===== config.mk =====
export PLATFORM = sky130hd
export DESIGN_NAME = stop_and_wait_packet_sender_unit
export DESIGN_NICKNAME = d
export VERILOG_FILES = /design/src/design/swps_pkg.sv /design/src/design/stop_and_wait_packet_sender_unit.sv /design/src/design/swps_ram.sv /design/src/design/swps_queue.sv /design/src/design/swps_front.sv /design/src/design/swps_back.sv
export SDC_FILE = /design/constraint.sdc
export NUM_CORES = 1
export LEC_CHECK = 0
export BUFFER_PORTS_ARGS = -buffer_cell sky130_fd_sc_hd__buf_4
export CAP_MARGIN = 0
export CORE_MARGIN = 2
export CORE_UTILIZATION = 45
export CTS_CLUSTER_SIZE = 30
export DETAILED_ROUTE_END_ITERATION = 8
export GPL_ROUTABILITY_DRIVEN = 0
export HOLD_SLACK_MARGIN = 0.08
export PLACE_DENSITY = 0.68
export SLEW_MARGIN = 20
export SYNTH_ARGS = -nofsm -noshare
export SYNTH_HDL_FRONTEND = slang
export SYNTH_HIERARCHICAL = 1
export SYNTH_SLANG_ARGS = --single-unit
export TNS_END_PERCENT = 50

===== constraint.sdc =====
create_clock -name clk -period 5 [get_ports clk]
set_input_delay 0.25 -clock clk [delete_from_list [all_inputs] [get_ports clk]]
set_output_delay 0.25 -clock clk [all_outputs]
set_load 0.05 [all_outputs]

===== src/design/swps_pkg.sv =====
package swps_pkg;

    localparam int MAX_PAYLOAD = 16;
    localparam int ADDR_W      = $clog2(MAX_PAYLOAD);
    localparam int LEN_W       = 7;
    localparam int SUM_W       = 14;
    localparam int POS_W       = 6;
    localparam int BYTE_W      = 8;
    localparam int ACT_W       = 2;

    typedef enum logic [ACT_W-1:0] {
        ACT_BYTE = 2'd0,
        ACT_ACK  = 2'd1,
        ACT_NACK = 2'd2
    } action_t;

    typedef struct packed {
        logic                    refused;
        logic                    kind;
        logic [LEN_W-1:0]        length;
        logic signed [SUM_W-1:0] sum;
    } cmd_t;

    typedef struct packed {
        logic we;
        logic [ADDR_W-1:0] addr;
        logic [BYTE_W-1:0] data;
    } ram_wr_t;

    typedef enum logic {
        BACK_IDLE = 1'b0,
        BACK_SHOW = 1'b1
    } back_state_t;

endpackage


===== src/design/stop_and_wait_packet_sender_unit.sv =====
// Stop-and-wait packet sender. Message bytes, ACK and NACK replies enter one a cycle on the
// input channel; any work each causes is queued for the emitter. Bytes gather in a 16-entry
// packet buffer with a running signed 14-bit checksum; a full buffer (per cfg_data, clamped
// to 1..16) or a byte marked last sends the packet out one payload byte per cycle while
// out_ready is high, starting the cycle after its request reaches the emitter, paced by the
// single buffer read port. A NACK resends the held packet, an ACK frees it. Wrong-time
// bytes or replies, and unknown actions, give one result with refused set. While a packet
// request is outstanding, from acceptance of the item that causes it until its final byte
// is taken, the input channel holds off; refused results queue two deep.
module stop_and_wait_packet_sender_unit (
    input  logic                              clk,
    input  logic                              rst_n,
    input  logic                              cfg_valid,
    output logic                              cfg_ready,
    input  logic [swps_pkg::LEN_W-1:0]        cfg_data,
    input  logic                              in_valid,
    output logic                              in_ready,
    input  logic [swps_pkg::ACT_W-1:0]        action,
    input  logic [swps_pkg::BYTE_W-1:0]       data_byte,
    input  logic                              last_byte,
    output logic                              out_valid,
    input  logic                              out_ready,
    output logic                              packet_kind,
    output logic [swps_pkg::LEN_W-1:0]        packet_length,
    output logic signed [swps_pkg::SUM_W-1:0] packet_sum,
    output logic [swps_pkg::BYTE_W-1:0]       payload_byte,
    output logic [swps_pkg::POS_W-1:0]        byte_position,
    output logic                              end_of_packet,
    output logic                              refused
);

    logic                          push;
    swps_pkg::cmd_t                push_cmd;
    logic                          q_full;
    logic                          q_valid;
    logic                          pop;
    swps_pkg::cmd_t                q_cmd;
    logic                          done;
    logic                          pending;
    swps_pkg::ram_wr_t             ram_wr;
    logic                          ram_re;
    logic [swps_pkg::ADDR_W-1:0]   ram_raddr;
    logic [swps_pkg::BYTE_W-1:0]   ram_rdata;

    swps_front u_front (
        .clk       (clk),
        .rst_n     (rst_n),
        .cfg_valid (cfg_valid),
        .cfg_ready (cfg_ready),
        .cfg_data  (cfg_data),
        .in_valid  (in_valid),
        .in_ready  (in_ready),
        .action    (action),
        .data_byte (data_byte),
        .last_byte (last_byte),
        .q_full    (q_full),
        .push      (push),
        .push_cmd  (push_cmd),
        .done      (done),
        .pending   (pending),
        .ram_wr    (ram_wr)
    );

    swps_queue u_queue (
        .clk       (clk),
        .rst_n     (rst_n),
        .push      (push),
        .push_cmd  (push_cmd),
        .full      (q_full),
        .pop       (pop),
        .not_empty (q_valid),
        .head      (q_cmd)
    );

    swps_ram #(
        .WIDTH (swps_pkg::BYTE_W),
        .DEPTH (swps_pkg::MAX_PAYLOAD)
    ) u_store (
        .clk   (clk),
        .we    (ram_wr.we),
        .waddr (ram_wr.addr),
        .wdata (ram_wr.data),
        .re    (ram_re),
        .raddr (ram_raddr),
        .rdata (ram_rdata)
    );

    swps_back u_back (
        .clk           (clk),
        .rst_n         (rst_n),
        .q_valid       (q_valid),
        .pop           (pop),
        .q_cmd         (q_cmd),
        .ram_re        (ram_re),
        .ram_raddr     (ram_raddr),
        .ram_rdata     (ram_rdata),
        .out_valid     (out_valid),
        .out_ready     (out_ready),
        .packet_kind   (packet_kind),
        .packet_length (packet_length),
        .packet_sum    (packet_sum),
        .payload_byte  (payload_byte),
        .byte_position (byte_position),
        .end_of_packet (end_of_packet),
        .refused       (refused),
        .done          (done)
    );

    // buffer never written while a packet is being read out
    assert property (@(posedge clk) disable iff (!rst_n) ram_wr.we |-> !pending)
        else $error("packet buffer written while a packet is outstanding");

    // a packet only finishes if one was outstanding
    assert property (@(posedge clk) disable iff (!rst_n) done |-> pending)
        else $error("packet finished with none outstanding");

    // no request lost to a full queue
    assert property (@(posedge clk) disable iff (!rst_n) push |-> !q_full)
        else $error("request pushed into full queue");

    // byte index stays inside the packet
    assert property (@(posedge clk) disable iff (!rst_n)
        (out_valid && !refused) |-> (swps_pkg::LEN_W'(byte_position) < packet_length))
        else $error("byte position beyond packet length");

endmodule


===== src/design/swps_ram.sv =====
module swps_ram #(
    parameter int WIDTH = 8,
    parameter int DEPTH = 16
) (
    input  logic                     clk,
    input  logic                     we,
    input  logic [$clog2(DEPTH)-1:0] waddr,
    input  logic [WIDTH-1:0]         wdata,
    input  logic                     re,
    input  logic [$clog2(DEPTH)-1:0] raddr,
    output logic [WIDTH-1:0]         rdata
);

    logic [WIDTH-1:0] mem [DEPTH];

    always_ff @(posedge clk)
    begin
        if (we)
        begin
            mem[waddr] <= wdata;
        end
        if (re)
        begin
            rdata <= mem[raddr];
        end
    end

endmodule


===== src/design/swps_queue.sv =====
module swps_queue (
    input  logic              clk,
    input  logic              rst_n,
    input  logic              push,
    input  swps_pkg::cmd_t    push_cmd,
    output logic              full,
    input  logic              pop,
    output logic              not_empty,
    output swps_pkg::cmd_t    head
);

    swps_pkg::cmd_t slot_reg [2];
    logic           wr_ptr_reg, wr_ptr_next;
    logic           rd_ptr_reg, rd_ptr_next;
    logic [1:0]     count_reg, count_next;

    assign full      = (count_reg == 2'd2);
    assign not_empty = (count_reg != 2'd0);
    assign head      = slot_reg[rd_ptr_reg];

    always_comb
    begin
        wr_ptr_next = wr_ptr_reg;
        rd_ptr_next = rd_ptr_reg;
        count_next  = count_reg;
        if (push)
        begin
            wr_ptr_next = ~wr_ptr_reg;
        end
        if (pop)
        begin
            rd_ptr_next = ~rd_ptr_reg;
        end
        if (push && !pop)
        begin
            count_next = count_reg + 2'd1;
        end
        else if (pop && !push)
        begin
            count_next = count_reg - 2'd1;
        end
    end

    always_ff @(posedge clk or negedge rst_n)
    begin
        if (!rst_n)
        begin
            wr_ptr_reg <= 1'b0;
            rd_ptr_reg <= 1'b0;
            count_reg  <= 2'd0;
        end
        else
        begin
            wr_ptr_reg <= wr_ptr_next;
            rd_ptr_reg <= rd_ptr_next;
            count_reg  <= count_next;
        end
    end

    always_ff @(posedge clk)
    begin
        if (push)
        begin
            slot_reg[wr_ptr_reg] <= push_cmd;
        end
    end

endmodule


===== src/design/swps_front.sv =====
module swps_front (
    input  logic                          clk,
    input  logic                          rst_n,
    input  logic                          cfg_valid,
    output logic                          cfg_ready,
    input  logic [swps_pkg::LEN_W-1:0]    cfg_data,
    input  logic                          in_valid,
    output logic                          in_ready,
    input  logic [swps_pkg::ACT_W-1:0]    action,
    input  logic [swps_pkg::BYTE_W-1:0]   data_byte,
    input  logic                          last_byte,
    input  logic                          q_full,
    output logic                          push,
    output swps_pkg::cmd_t                push_cmd,
    input  logic                          done,
    output logic                          pending,
    output swps_pkg::ram_wr_t             ram_wr
);

    logic [swps_pkg::LEN_W-1:0]        size_reg, size_next;
    logic [swps_pkg::LEN_W-1:0]        fill_reg, fill_next;
    logic signed [swps_pkg::SUM_W-1:0] sum_reg, sum_next;
    logic                              waiting_reg, waiting_next;
    logic                              held_last_reg, held_last_next;
    logic                              pending_reg, pending_next;

    logic                              accept;
    logic [swps_pkg::LEN_W-1:0]        eff_size;
    logic [swps_pkg::LEN_W-1:0]        fill_inc;
    logic signed [swps_pkg::SUM_W-1:0] sum_inc;

    assign cfg_ready = 1'b1;
    assign in_ready  = !q_full && !pending_reg;
    assign accept    = in_valid && in_ready;
    assign pending   = pending_reg;

    assign fill_inc = fill_reg + swps_pkg::LEN_W'(1);
    assign sum_inc  = sum_reg + {{(swps_pkg::SUM_W - swps_pkg::BYTE_W)
                                  {data_byte[swps_pkg::BYTE_W-1]}}, data_byte};

    // size clamped to 1..MAX_PAYLOAD
    always_comb
    begin
        priority if (size_reg == '0)
        begin
            eff_size = swps_pkg::LEN_W'(1);
        end
        else if (size_reg > swps_pkg::LEN_W'(swps_pkg::MAX_PAYLOAD))
        begin
            eff_size = swps_pkg::LEN_W'(swps_pkg::MAX_PAYLOAD);
        end
        else
        begin
            eff_size = size_reg;
        end
    end

    always_comb
    begin
        size_next      = size_reg;
        fill_next      = fill_reg;
        sum_next       = sum_reg;
        waiting_next   = waiting_reg;
        held_last_next = held_last_reg;
        push           = 1'b0;
        push_cmd       = '0;
        ram_wr.we      = 1'b0;
        ram_wr.addr    = fill_reg[swps_pkg::ADDR_W-1:0];
        ram_wr.data    = data_byte;

        if (cfg_valid)
        begin
            size_next = cfg_data;
        end

        if (accept)
        begin
            unique case (action)
                swps_pkg::ACT_BYTE:
                begin
                    if (waiting_reg)
                    begin
                        push             = 1'b1;
                        push_cmd.refused = 1'b1;
                    end
                    else
                    begin
                        ram_wr.we = 1'b1;
                        fill_next = fill_inc;
                        sum_next  = sum_inc;
                        if (last_byte || fill_inc >= eff_size)
                        begin
                            held_last_next  = last_byte;
                            waiting_next    = 1'b1;
                            push            = 1'b1;
                            push_cmd.kind   = last_byte;
                            push_cmd.length = fill_inc;
                            push_cmd.sum    = sum_inc;
                        end
                    end
                end
                swps_pkg::ACT_ACK:
                begin
                    if (waiting_reg)
                    begin
                        waiting_next   = 1'b0;
                        held_last_next = 1'b0;
                        fill_next      = '0;
                        sum_next       = '0;
                    end
                    else
                    begin
                        push             = 1'b1;
                        push_cmd.refused = 1'b1;
                    end
                end
                swps_pkg::ACT_NACK:
                begin
                    push = 1'b1;
                    if (waiting_reg)
                    begin
                        push_cmd.kind   = held_last_reg;
                        push_cmd.length = fill_reg;
                        push_cmd.sum    = sum_reg;
                    end
                    else
                    begin
                        push_cmd.refused = 1'b1;
                    end
                end
                default:
                begin
                    push             = 1'b1;
                    push_cmd.refused = 1'b1;
                end
            endcase
        end
    end

    // a packet is outstanding from its request until its last byte leaves
    always_comb
    begin
        pending_next = pending_reg;
        if (done)
        begin
            pending_next = 1'b0;
        end
        if (push && !push_cmd.refused)
        begin
            pending_next = 1'b1;
        end
    end

    always_ff @(posedge clk or negedge rst_n)
    begin
        if (!rst_n)
        begin
            size_reg      <= swps_pkg::LEN_W'(16);
            fill_reg      <= '0;
            sum_reg       <= '0;
            waiting_reg   <= 1'b0;
            held_last_reg <= 1'b0;
            pending_reg   <= 1'b0;
        end
        else
        begin
            size_reg      <= size_next;
            fill_reg      <= fill_next;
            sum_reg       <= sum_next;
            waiting_reg   <= waiting_next;
            held_last_reg <= held_last_next;
            pending_reg   <= pending_next;
        end
    end

endmodule


===== src/design/swps_back.sv =====
module swps_back (
    input  logic                              clk,
    input  logic                              rst_n,
    input  logic                              q_valid,
    output logic                              pop,
    input  swps_pkg::cmd_t                    q_cmd,
    output logic                              ram_re,
    output logic [swps_pkg::ADDR_W-1:0]       ram_raddr,
    input  logic [swps_pkg::BYTE_W-1:0]       ram_rdata,
    output logic                              out_valid,
    input  logic                              out_ready,
    output logic                              packet_kind,
    output logic [swps_pkg::LEN_W-1:0]        packet_length,
    output logic signed [swps_pkg::SUM_W-1:0] packet_sum,
    output logic [swps_pkg::BYTE_W-1:0]       payload_byte,
    output logic [swps_pkg::POS_W-1:0]        byte_position,
    output logic                              end_of_packet,
    output logic                              refused,
    output logic                              done
);

    swps_pkg::back_state_t            state_reg, state_next;
    swps_pkg::cmd_t                   cmd_reg, cmd_next;
    logic [swps_pkg::ADDR_W-1:0]      pos_reg, pos_next;
    logic                             last_beat;
    logic                             take;

    assign last_beat = (swps_pkg::LEN_W'(pos_reg) + swps_pkg::LEN_W'(1)) == cmd_reg.length;
    assign take      = (state_reg == swps_pkg::BACK_SHOW) && out_ready;

    // next state
    always_comb
    begin
        state_next = state_reg;
        unique case (state_reg)
            swps_pkg::BACK_IDLE:
            begin
                if (q_valid)
                begin
                    state_next = swps_pkg::BACK_SHOW;
                end
            end
            swps_pkg::BACK_SHOW:
            begin
                if (out_ready && (cmd_reg.refused || last_beat))
                begin
                    state_next = swps_pkg::BACK_IDLE;
                end
            end
            default:
            begin
                state_next = swps_pkg::BACK_IDLE;
            end
        endcase
    end

    // outputs and datapath
    always_comb
    begin
        pop       = 1'b0;
        ram_re    = 1'b0;
        ram_raddr = '0;
        cmd_next  = cmd_reg;
        pos_next  = pos_reg;
        done      = 1'b0;
        unique case (state_reg)
            swps_pkg::BACK_IDLE:
            begin
                if (q_valid)
                begin
                    pop      = 1'b1;
                    ram_re   = !q_cmd.refused;
                    cmd_next = q_cmd;
                    pos_next = '0;
                end
            end
            swps_pkg::BACK_SHOW:
            begin
                if (take && !cmd_reg.refused)
                begin
                    if (last_beat)
                    begin
                        done = 1'b1;
                    end
                    else
                    begin
                        pos_next  = pos_reg + swps_pkg::ADDR_W'(1);
                        ram_re    = 1'b1;
                        ram_raddr = pos_reg + swps_pkg::ADDR_W'(1);
                    end
                end
            end
            default:
            begin
                pop = 1'b0;
            end
        endcase
    end

    assign out_valid     = (state_reg == swps_pkg::BACK_SHOW);
    assign refused       = cmd_reg.refused;
    assign packet_kind   = cmd_reg.refused ? 1'b0 : cmd_reg.kind;
    assign packet_length = cmd_reg.refused ? '0 : cmd_reg.length;
    assign packet_sum    = cmd_reg.refused ? '0 : cmd_reg.sum;
    assign payload_byte  = cmd_reg.refused ? '0 : ram_rdata;
    assign byte_position = cmd_reg.refused ? '0 : swps_pkg::POS_W'(pos_reg);
    assign end_of_packet = !cmd_reg.refused && last_beat;

    always_ff @(posedge clk or negedge rst_n)
    begin
        if (!rst_n)
        begin
            state_reg <= swps_pkg::BACK_IDLE;
        end
        else
        begin
            state_reg <= state_next;
        end
    end

    always_ff @(posedge clk)
    begin
        cmd_reg <= cmd_next;
        pos_reg <= pos_next;
    end

endmodule

; ---- After elaboration in Yosys (flattened, before gate mapping)
; Memories as Yosys holds them, arrays and structs flattened. A register that Yosys moved wholly into a read port is not among the register bits.
; Cells that the tools add are included.
[word_totals]
register_bits = 63
mem_bits_rw = 174
inputBits = 23
out_inout_bits = 41
word_cells = 126
mem_count = 2
[memory_table]
columns = memory, depth, word_bits, read_ports, rd_clocked_by_memory_dff, wr, line
row1 = u_store.mem, 16, 8, 1, 1, 1, swps_ram.sv:14  ; logic [WIDTH-1:0] mem [DEPTH];
row2 = u_queue.slot_reg, 2, 23, 1, 0, 1, swps_queue.sv:12  ; swps_pkg::cmd_t slot_reg [2];
[op_classes]
n_addsub = 6
order_cmp = 2
n_eq_ne = 10
n_mux = 58
bitwise_logic = 3
reduce_logical = 30
[ops]
columns = op, count
row1 = two-way mux 22 bit, 3
row2 = case mux 22 bit (2 select lines), 1
row3 = two-way mux 14 bit, 3
row4 = two-way mux 7 bit, 5
row5 = two-way mux 4 bit, 7
row6 = case mux 14 bit (2 select lines), 1
row7 = two-way mux 1 bit, 26
row8 = two-way mux 23 bit, 1
row9 = adder 14 bit, 1
row10 = case mux 7 bit (2 select lines), 1
row11 = case mux 1 bit (2 select lines), 6
row12 = logical AND 1 bit, 9
row13 = two-way mux 8 bit, 1
row14 = inequality test 2 bit (second input constant), 4
row15 = case mux 4 bit (2 select lines), 1
row16 = nonzero test 2 bit, 4
row17 = adder 7 x 1 -> 7 bit (second input constant), 1
row18 = == test 7 bit, 1
row19 = greater-or-equal comparator 7 bit, 1
row20 = > comparator 7 x 5 -> 1 bit (second input constant), 1
row21 = zero test 1 bit, 7
row22 = zero test 7 bit, 1
row23 = adder 4 x 1 -> 5 bit (second input constant), 1
row24 = AND reduction 5 bit, 1
row25 = 14 further kinds, 21

; ---- Logic depth before layout (Yosys ltp)
[depth]
ltp_word = 13
mapped_depth = 14
ltp_nobuf = 14

; ---- Cells and area by module
; Netlist, hierarchy kept.
[modules_own_cells]
columns = module, n_inst, cells_each, area_per_inst_um2, seq_area_each_um2
row1 = swps_ram, 1, 229, 5227.5, 4083.9
row2 = swps_front, 1, 302, 2586.2, 777.0
row3 = swps_queue, 1, 88, 1951.9, 1481.4
row4 = swps_back, 1, 105, 1340.0, 835.8

; ---- Least setup slack after synthesis
; OpenSTA, ideal clock, no wires.
[synth_path]
kind = register to register
start = register u_front/fill_reg[0] (netlist bit)
end = memory u_queue/slot_reg[0][0] (netlist bit), enable pin
setup_time_ps = 405
arrival_time_ps = 3082
required_time_ps = 4595
setup_slack_ps = 1512
path_stages_with_launch = 12
path_buffers = 0
synth_period_minus_slack_ps = 3488
cell_sequence = dfrtp_1 > ha_1 > nand3_1 > nor2_1 > xnor2_1 > inv_1 > ha_1 > and3_1 > a31oi_2 > nand2_1 > o311a_1 > nor2b_1
[synth_between]
elab_chain_cells = 9
[synth_rtl]
columns = element, line
row1 = start: declaration, swps_front.sv:21  ; logic [swps_pkg::LEN_W-1:0] fill_reg, fill_next;
row2 = start signal: assignment, swps_front.sv:168  ; fill_reg <= fill_next;
row3 = adder 7 x 1 -> 7 bit, swps_front.sv:37  ; assign fill_inc = fill_reg + swps_pkg::LEN_W'(1);
row4 = greater-or-equal comparator 7 bit, swps_front.sv:91  ; if (last_byte || fill_inc >= eff_size)
row5 = logical OR 1 bit, swps_front.sv:91
row6 = two-way mux 1 bit, swps_front.sv:91
row7 = two-way mux 1 bit, swps_front.sv:81  ; if (waiting_reg)
row8 = case mux 1 bit (2 select lines), swps_front.sv:78  ; unique case (action)
row9 = two-way mux 1 bit, swps_front.sv:76  ; if (accept)
row10 = named net push, stop_and_wait_packet_sender_unit.sv:32  ; logic push;
row11 = two-way mux 1 bit, swps_queue.sv:62  ; if (push)
row12 = two-way mux 1 bit (not written as such), swps_queue.sv:64  ; slot_reg[wr_ptr_reg] <= push_cmd;
row13 = end: declaration, swps_queue.sv:12
; The timed path passes the listed nets, and every way through them passes these cells.

; ---- Worst setup path after layout
[layout_path]
start = register u_back/pos_reg[0] (netlist bit)
end = register u_store.rdata[6] (read register of u_store.mem), data pin
[layout_between]
elab_chain_cells = 5
word_cells_on_any_way = 9
classes_between = 2 x add/sub / 1 x eq/ne / 6 x mux
[layout_rtl]
columns = element, line
row1 = start: declaration, swps_back.sv:24  ; logic [swps_pkg::ADDR_W-1:0] pos_reg, pos_next;
row2 = start signal: assignment, swps_back.sv:124  ; pos_reg <= pos_next;
row3 = adder 4 x 1 -> 5 bit, swps_back.sv:28  ; assign last_beat = (swps_pkg::LEN_W'(pos_reg) + swps_pkg::LEN_W'(1)) == cmd_reg.length;
row4 = == test 7 bit, swps_back.sv:28
row5 = two-way mux 4 bit *, swps_back.sv:81  ; if (last_beat)
row6 = two-way mux 4 bit *, swps_back.sv:79  ; if (take && !cmd_reg.refused)
row7 = two-way mux 4 bit *, swps_back.sv:66  ; unique case (state_reg)
row8 = named net ram_raddr (one bit), stop_and_wait_packet_sender_unit.sv:42  ; logic [swps_pkg::ADDR_W-1:0] ram_raddr;
row9 = end: declaration, swps_ram.sv:11  ; output logic [WIDTH-1:0] rdata
; The timed path passes the listed nets; every way through them passes the cells marked *.
; A chain may end at the register's enable or synchronous reset.

==> results.toml <==
[status]
status = "completed"

[power_and_ir_drop]
power.share.switching = 0.335
pwr_density_cell_mw_per_mm2 = 537
leakagePower_nw = 4.66
peakVddDrop_v = 0.000288
switchingPower_mw = 2.31
clockPowerShare = 0.281
intPower_mw = 4.58
combinationalPowerShare = 0.320
seqPwrFrac = 0.399

[critical_path]
path_cells = "ha_1 > xor2_1 > or4_1 > a211oi_4 > nor3_2 > buf_4 > mux4_2 > a22oi_1 > nand2_1"
cp-start-kind = "register"
endpoint_kind = "register"
crit_path_max_incr_delay_ps = 570
crit_required_ps = 5260
worstSetupPathType = "reg2reg"
cp.arrival_ps = 3840
crit_slowest_cell = "or4_1"
crit_fanout = 32

[global_route]
grt_max_degree = 39
grt_pass1_vias = 6278
grt_pass1_wl_mm = 36.2
grt_antenna_before_repair = 0
globalRouteTotalUtil = 0.179
overflow = 0

[routing]
route.detailed.drc = 0
wl_per_cell_um = 20.1
via_per_inst = 5.54
wl_mm = 23.0
postRouteAntennaNets = 0
num_vias = 6347
initialDrtViolationCount = 624
drt_pre_antenna_iters = 6

[synth]
synth_cell_types = 67
netlist_area_mm2 = 0.0111
synthCells = 724
synth_area_leaders = "edfxtp_1 57%, dfrtp_1 7.9%, mux4_2 3.7%"
synth_edf_count = 209
ys.flop_type = "edfxtp_1"
ys_seq_area_frac = 0.646
ys_ff_latch = 245
avgSynthCellArea_um2 = 15.3
synth_top_area_cell = "edfxtp_1"
ys_warn_count = 6
yosysTopAreaCellShare = 0.565
synth-async-reset-ratio = 0.147

[floorplan]
rows = 57
start_util = 0.458
io_pins = 64
die_h_um = 161
coreArea_mm2 = 0.0242
die_w_um = 161
dieArea_mm2 = 0.0260

[clock_network]
clkSinkCount = 245
ctsResizeCount = 0
hold_buffers = 17
cts_tree = "yes"
clock_insertion_delay_worst_skew_ps = 520
cts_buffers = 26
post-cts-setup-buffer-count = 0
root_buffer = "clkbuf_16"
cts.path.max_buffers = 3
htree_levels = 1
clk_pin_slew_ps = 60

[finish]
fill_cells = 1999
diodes = 0
seq_area_mm2 = 0.00718
syn_to_final_growth_pct = 15.5
nNetsFinal = 853
largest_register_ffs = 128
fin_cells = 1146
drive_gt1_frac = 0.213
multi_input_area_mm2 = 0.00359

[timing]
rsz0062_at_grt = "no"
worstMarginPinSlew_ps = 970
hold_viol_final = 0
finalSetupViolCount = 0
clock.fmax_ghz = 0.279
slew_headroom = 0.353
fin_setup_tns_ps = 0
period_minus_slack_ps = 3580
slew_viol_final = 0
clock_skew_ps = 7.47
post-route-period-util = 0.717

[placement]
port_buffers = 60
dp_hpwl_mm = 15.0
dp.cells = 1081

[worst_hold_path]
hold_class = "in2reg"

[job]
cap_violations = 0
==> logic make-up after synthesis <==
| family | Yosys count | share of synthesized area |
|---|---|---|
| and+or+nand+nor | 182 | 0.0835 |
| adders and majority gates | 28 | 0.0322 |
| xor gates and xnor gates | 25 | 0.0197 |
| DFF | 245 | 0.646 |
| muxes | 63 | 0.107 |
| AOI/OAI and AO/OA | 121 | 0.0774 |
| buffers and inverters | 58 | 0.0328 |
| other | 2 | 0.000676 |
==> final cells by class <==
type | count | area share
Clock buffer | 32 | 0.0557
Clock inverter | 16 | 0.0128
Inverter | 16 | 0.00468
Multi-Input combinational cell | 424 | 0.280
Sequential cell | 245 | 0.560
Tap cell | 324 | 0.0316
Timing Repair Buffer | 89 | 0.0554
==> power by group through the flow <==
stage	Sequential (mW)	Combinational (mW)	Clock (mW)
after detailed placement	2.79	2.18	0
after global placement	2.78	2.15	0
after global routing	2.78	2.39	2.05
after floorplan	2.73	1.72	0
final	2.75	2.20	1.93
after CTS	2.75	2.21	1.98
==> synth_stat cells, drive strengths merged (2+ instances only) <==
cell type        n
a211oi           5
nand2b           5
edfxtp         209
a21o             6
clkbuf          13
inv             16
o21ai           21
ha              27
o22ai            2
a21oi           18
o21a             4
buf             26
a31oi            6
nand4            2
mux4            32
dfrtp           35
and2             6
xor2            17
nor2b           42
a22oi           30
nand3b           4
and3             3
xnor2            8
clkdlybuf4s25    3
or3              3
mux2            30
nand2           35
a22o            11
nor2            46
or3b             2
conb             2
o211ai           3
a311oi           2
nand3           17
or4              2
nor3             9
a32o             2
==> stage by stage <==
| stage | hold WS (ps) | power [mW] | area (um2) | setup WS [ps] | util |
|---|---|---|---|---|---|
| global route | 91.4 | 7.22 | 12800 | 1170 | 0.529 |
| floorplan | -45.6 | 4.45 | 11100 | 1510 | - |
| CTS | 82.7 | 6.93 | 12800 | 1440 | 0.529 |
| detailed placement | 274 | 4.97 | 11800 | 1440 | 0.486 |
| global placement | 270 | 4.93 | 11800 | 1510 | 0.486 |
| finish | 106 | 6.88 | 12800 | 1420 | 0.529 |
==> worst max-delay path, delay by kind of cell (launching register included) <==
kind	cells	cell delay (ps)
AO/OA/AOI/OAI	2	770
XOR/XNOR	1	140
adder cells (fa/ha/maj)	1	370
buffers and inverters	1	320
flip-flops	1	480
multiplexers	1	490
AND/OR/NAND/NOR	3	730
==> worst paths after layout <==
path	startpoint	endpoint	slack [ps]	cells after the start
worst max-delay path	u_back/pos_reg[0]	u_store/rdata[6]	1420	9
worst min-delay path	data_byte[3]	u_store/mem[8][3]	110	1
worst max register to register	u_back/pos_reg[0]	u_store/rdata[6]	1420	9
worst min register to register	u_queue/count_reg[1]	u_queue/count_reg[1]	490	1
max in group asynchronous	rst_n	u_front/size_reg[4]	4350	2
min in group asynchronous	rst_n	u_queue/rd_ptr_reg	250	2
==> layout by cell type, fill, tap and decap left out, types with 18 or more instances in the layout <==
cell and instances:
edfxtp_1 209, buf_4 72, nor2_1 45, nor2b_1 41
nand2_1 35, dfrtp_1 35, a22oi_1 30, clkbuf_16 27
ha_1 27, mux2_4 19, o21ai_0 18, mux4_2 18
==> layer usage <==
| layer | wire (um) | track usage | part of all wire |
|---|---|---|---|
| met4 | 356 | 0.0471 | 0.015 |
| met1 | 10700 | 0.265 | 0.46 |
| met5 | 0 | 0 | 0 |
| met3 | 1550 | 0.0295 | 0.067 |
| met2 | 10400 | 0.279 | 0.45 |
Note: power is estimated with default switching activity, not from simulation.
